`config.mk`:
```
export PLATFORM = sky130hd
export DESIGN_NAME = smfb_ram
export DESIGN_NICKNAME = d
export VERILOG_FILES = /design/src/rtl/smfb_ram.sv
export SDC_FILE = /design/constraint.sdc
export NUM_CORES = 2
export LEC_CHECK = 0
export BUFFER_PORTS_ARGS = -buffer_cell sky130_fd_sc_hd__buf_4
export CAP_MARGIN = 20
export CORE_UTILIZATION = 58
export CTS_CLUSTER_SIZE = 16
export DETAILED_ROUTE_END_ITERATION = 10
export PLACE_DENSITY = 0.8
export SLEW_MARGIN = 15
export SYNTH_ARGS = -nofsm -noshare
export SYNTH_HDL_FRONTEND = slang
export SYNTH_SLANG_ARGS = --single-unit
```
`constraint.sdc`:
```
create_clock -name clk -period 3.85 [get_ports clk]
set_input_delay 0 -clock clk [delete_from_list [all_inputs] [get_ports clk]]
set_output_delay 0 -clock clk [all_outputs]
set_load 0.02 [all_outputs]
```
`src/rtl/smfb_ram.sv`:
```
module smfb_ram #(
  parameter int WIDTH = 32,
  parameter int DEPTH = 64
) (
  input  logic                     clk,
  input  logic                     we,
  input  logic [$clog2(DEPTH)-1:0] waddr,
  input  logic [WIDTH-1:0]         wdata,
  input  logic [$clog2(DEPTH)-1:0] raddr,
  output logic [WIDTH-1:0]         rdata
);

  logic [WIDTH-1:0] mem [DEPTH];
  logic [WIDTH-1:0] rdata_r;

  always_ff @(posedge clk) begin
    if (we) begin
      mem[waddr] <= wdata;
    end
    rdata_r <= mem[raddr];
  end

  assign rdata = rdata_r;

endmodule

```
* Yosys cells after proc, flatten, opt, wreduce, memory -nomap -nowiden
Memories as Yosys holds them, arrays and structs flattened. A register that Yosys moved wholly into a read port is not among the register bits. Index checks and enable logic that the tools add are counted.
Storage, ports and cells: bits in writable memories 2048, output and inout port bits 32, register bits 0, word-level logic and storage cells 3, memories 1
Memories:
- mem | depth 64, width 32, rd ports 1, clocked after memory_dff 1, write ports 1, line 13 | logic [WIDTH-1:0] mem [DEPTH];
Cells by class: muxes and demuxes 2
Operator list (number):
- $mux 1 | 2

* Depth between registers and ports, before layout
depth in word-level cells 2, depth in mapped cells 10

* Least setup slack after synthesis
No wires, ideal clock.
kind input to register, start point input waddr[3], end point memory mem[48][0] (enable), arrival time 2.699 ns, stages on the path 4, slack 0.690 ns, setup time 0.461 ns, path through clkbuf_1 -> nor2b_1 -> nand4b_1 -> nor3_1
RTL lines:
- start: declaration | line 7 | input logic [$clog2(DEPTH)-1:0] waddr,
- end: declaration | line 13
No word-level cell before the write port.

==> flow_summary.json <==
{
  "status": "finished, violations left",
  "violations": "DRC",
  "final.setup.tns_ns": 0,
  "drive_above_1_share": 0.296,
  "dieWidth_um": 370,
  "ctsResizeCount": 0,
  "p_clk_frac": 0.406,
  "cp.arrival_ns": 3.43,
  "power_frac_comb": 0.053,
  "drv_cap": 0,
  "wirelength_mm": 212,
  "dp_cells": 5140,
  "gp_congestion": 0.824,
  "die_y_um": 370,
  "vias_per_cell": 7.10,
  "intPower_uw": 36600,
  "hold_path.class": "in -> reg",
  "cp.required_ns": 4.58,
  "timing_hold_violations_final": 0,
  "cp_max_fo": 25,
  "grt_usage": 0.316,
  "worstSetupPathType": "in -> reg",
  "p_seq_frac": 0.541,
  "vias": 39400,
  "instances_no_fill": 5547,
  "grt_pass1_wl_mm": 298,
  "num_io_pins": 78,
  "start_util": 0.586,
  "synth_area_sq_um": 78500,
  "swShare": 0.215,
  "grt_max_degree": 81,
  "powerDensity_nw_per_um2": 524,
  "root_buffer": "clkbuf_16",
  "ant_nets": 0,
  "fillers": 7790,
  "io_buffers": 77,
  "cts_tree": "built",
  "power.leakage_uw": 0.0278,
  "setup_viol": 0,
  "fin_crit_sh": 0.700,
  "ys_types": 34,
  "hold_ws_ns": 0.0996,
  "clock_skew_ns": 0.0279,
  "yosys.area.top_type_share": 0.783,
  "final_util": 0.664,
  "grt_remaining_overflow": 0,
  "crit_path_start_kind": "input port",
  "syn-instance-count": 3324,
  "fin_crit_ns": 2.70,
  "cts.sinks": 2080,
  "wl_per_cell_um": 38.2,
  "htreeDepth": 4,
  "tightest_slew_ns": 1.05,
  "synth_nets": 3370,
  "rsz0062_at_grt": "no",
  "synth_largest_area_cell": "edfxtp_1",
  "core-area_sq_um": 134000,
  "most-common-layout-cells": "edfxtp_1, mux4_2, buf_4",
  "synthesis.yosys.warnings": 0,
  "crit_path_end_kind": "flop",
  "max_freq_mhz": 371,
  "post-dp-hpwl_mm": 109,
  "synth-seq-area-share": 0.791,
  "dr.first_iter.drc_count": 6265,
  "p_switching_uw": 10000,
  "nets": 3651,
  "dieArea_sq_um": 137000,
  "ys_ff_latch": 2080,
  "final_common_cell": "edfxtp_1",
  "fp-row-count": 134,
  "drv_slew": 0,
  "power_uw": 46600,
  "synth_area_leaders": "edfxtp_1, mux4_2, mux2i_1",
  "maxSlewHeadroom": 0.297,
  "grt_pass1_vias": 40400,
  "route.detailed.drc": 6,
  "antenna_found_initial": 13,
  "clkTransAtPathRegs_ns": 0.06,
  "numCtsBuffers": 190,
  "peakVddDrop_v": 0.000638,
  "clock_path_buffers": 3,
  "dr.pass1.iters": 11,
  "syn_avg_cell_area_sq_um": 23.6,
  "syn2layout_area_growth_pct": 13.3,
  "insertion_delay_ns": 0.83
}
-- path summary, 6_finish.rpt --
check                             start                    to  slack, ns  depth (start not counted)
setup / recovery               raddr[5]      rdata[7]$_DFF_P_       1.15                          7
hold / removal                 waddr[4]  mem[53][5]$_DFFE_PP_        0.1                          3
setup reg to reg   mem[3][18]$_DFFE_PP_     rdata[18]$_DFF_P_       1.36                          4
hold reg to reg   mem[29][20]$_DFFE_PP_     rdata[20]$_DFF_P_       0.79                          4
-- power by group through the flow --
stage,combinational (uW),sequential (uW),clock (uW)
after floorplan,1220,25700,0
after global placement,2270,25700,0
after detailed placement,2330,25700,0
after CTS,2430,25200,19000
after global routing,2540,25200,19800
final,2450,25200,18900
-- synth_stat cells --
master / number
or2_2: 1
nand3b_1: 5
or3_1: 3
nor2b_1: 15
edfxtp_1: 2048
buf_6: 5
buf_4: 25
or3b_2: 3
nand4b_1: 1
o22ai_1: 84
nand3_1: 5
a31oi_1: 1
a22oi_1: 12
mux2i_1: 93
a311oi_1: 8
a41o_1: 4
nor2_1: 137
nand2b_1: 8
dfxtp_1: 32
nor3_1: 7
clkbuf_1: 74
o221ai_1: 27
o32ai_1: 4
or2_0: 1
and3_1: 4
nand2_1: 26
a21oi_1: 62
nand4_1: 2
and2_1: 2
or3b_1: 2
buf_1: 21
buf_2: 57
or2_1: 1
mux4_2: 544
-- critical path: stages --
cell and delay [ns]:
dlygate4sd3_1 0.54, buf_4 0.38, nand2b_2 0.88, o221ai_1 0.33, a21oi_1 0.71, a21oi_1 0.37
nor2_1 0.19
-- timing repair --
| action | 4_1_cts | 5_1_grt |
|---|---|---|
| hold buffers | 41 | 0 |
| endpoints found under the hold margin | 2234 | 0 |
| setup buffers | 0 | 0 |
-- registers in the layout (all words and copies together), names as in the netlist --
name,count
mem,2048
rdata,32
-- layout make-up --
class / count / area [sq um] / area share
multi-input combinational: 1062 / 16000 / 0.180
sequential: 2080 / 62100 / 0.698
clock buffer: 249 / 5070 / 0.0570
antenna: 5 / 12.5 / 0.000141
tap: 1768 / 2210 / 0.0249
timing repair buffer: 271 / 2450 / 0.0276
clock inverter: 112 / 1110 / 0.0124
-- through the flow --
stage	worst slack (ns)	area (sq um)
floorplan	0.690	78500
global placement	0.750	82300
detailed placement	0.690	82400
CTS	1.35	89000
global route	1.25	89000
finish	1.15	89000
-- routing by layer --
layer | up-vias | track usage | share of wire
met5 | - | 0 | 0.00038
met4 | 14 | 0.164 | 0.058
met3 | 741 | 0.0861 | 0.14
met2 | 3530 | 0.494 | 0.48
met1 | 20300 | 0.411 | 0.32
li1 | 14800 | - | -
-- kinds of logic after synthesis --
logic type      after synthesis  synth area share
buf+inv                     182            0.0113
simple gates                223            0.0127
compound gates              202            0.0167
mux                         637             0.168
flops                      2080             0.791
Note: power is estimated with default switching activity, not from simulation.
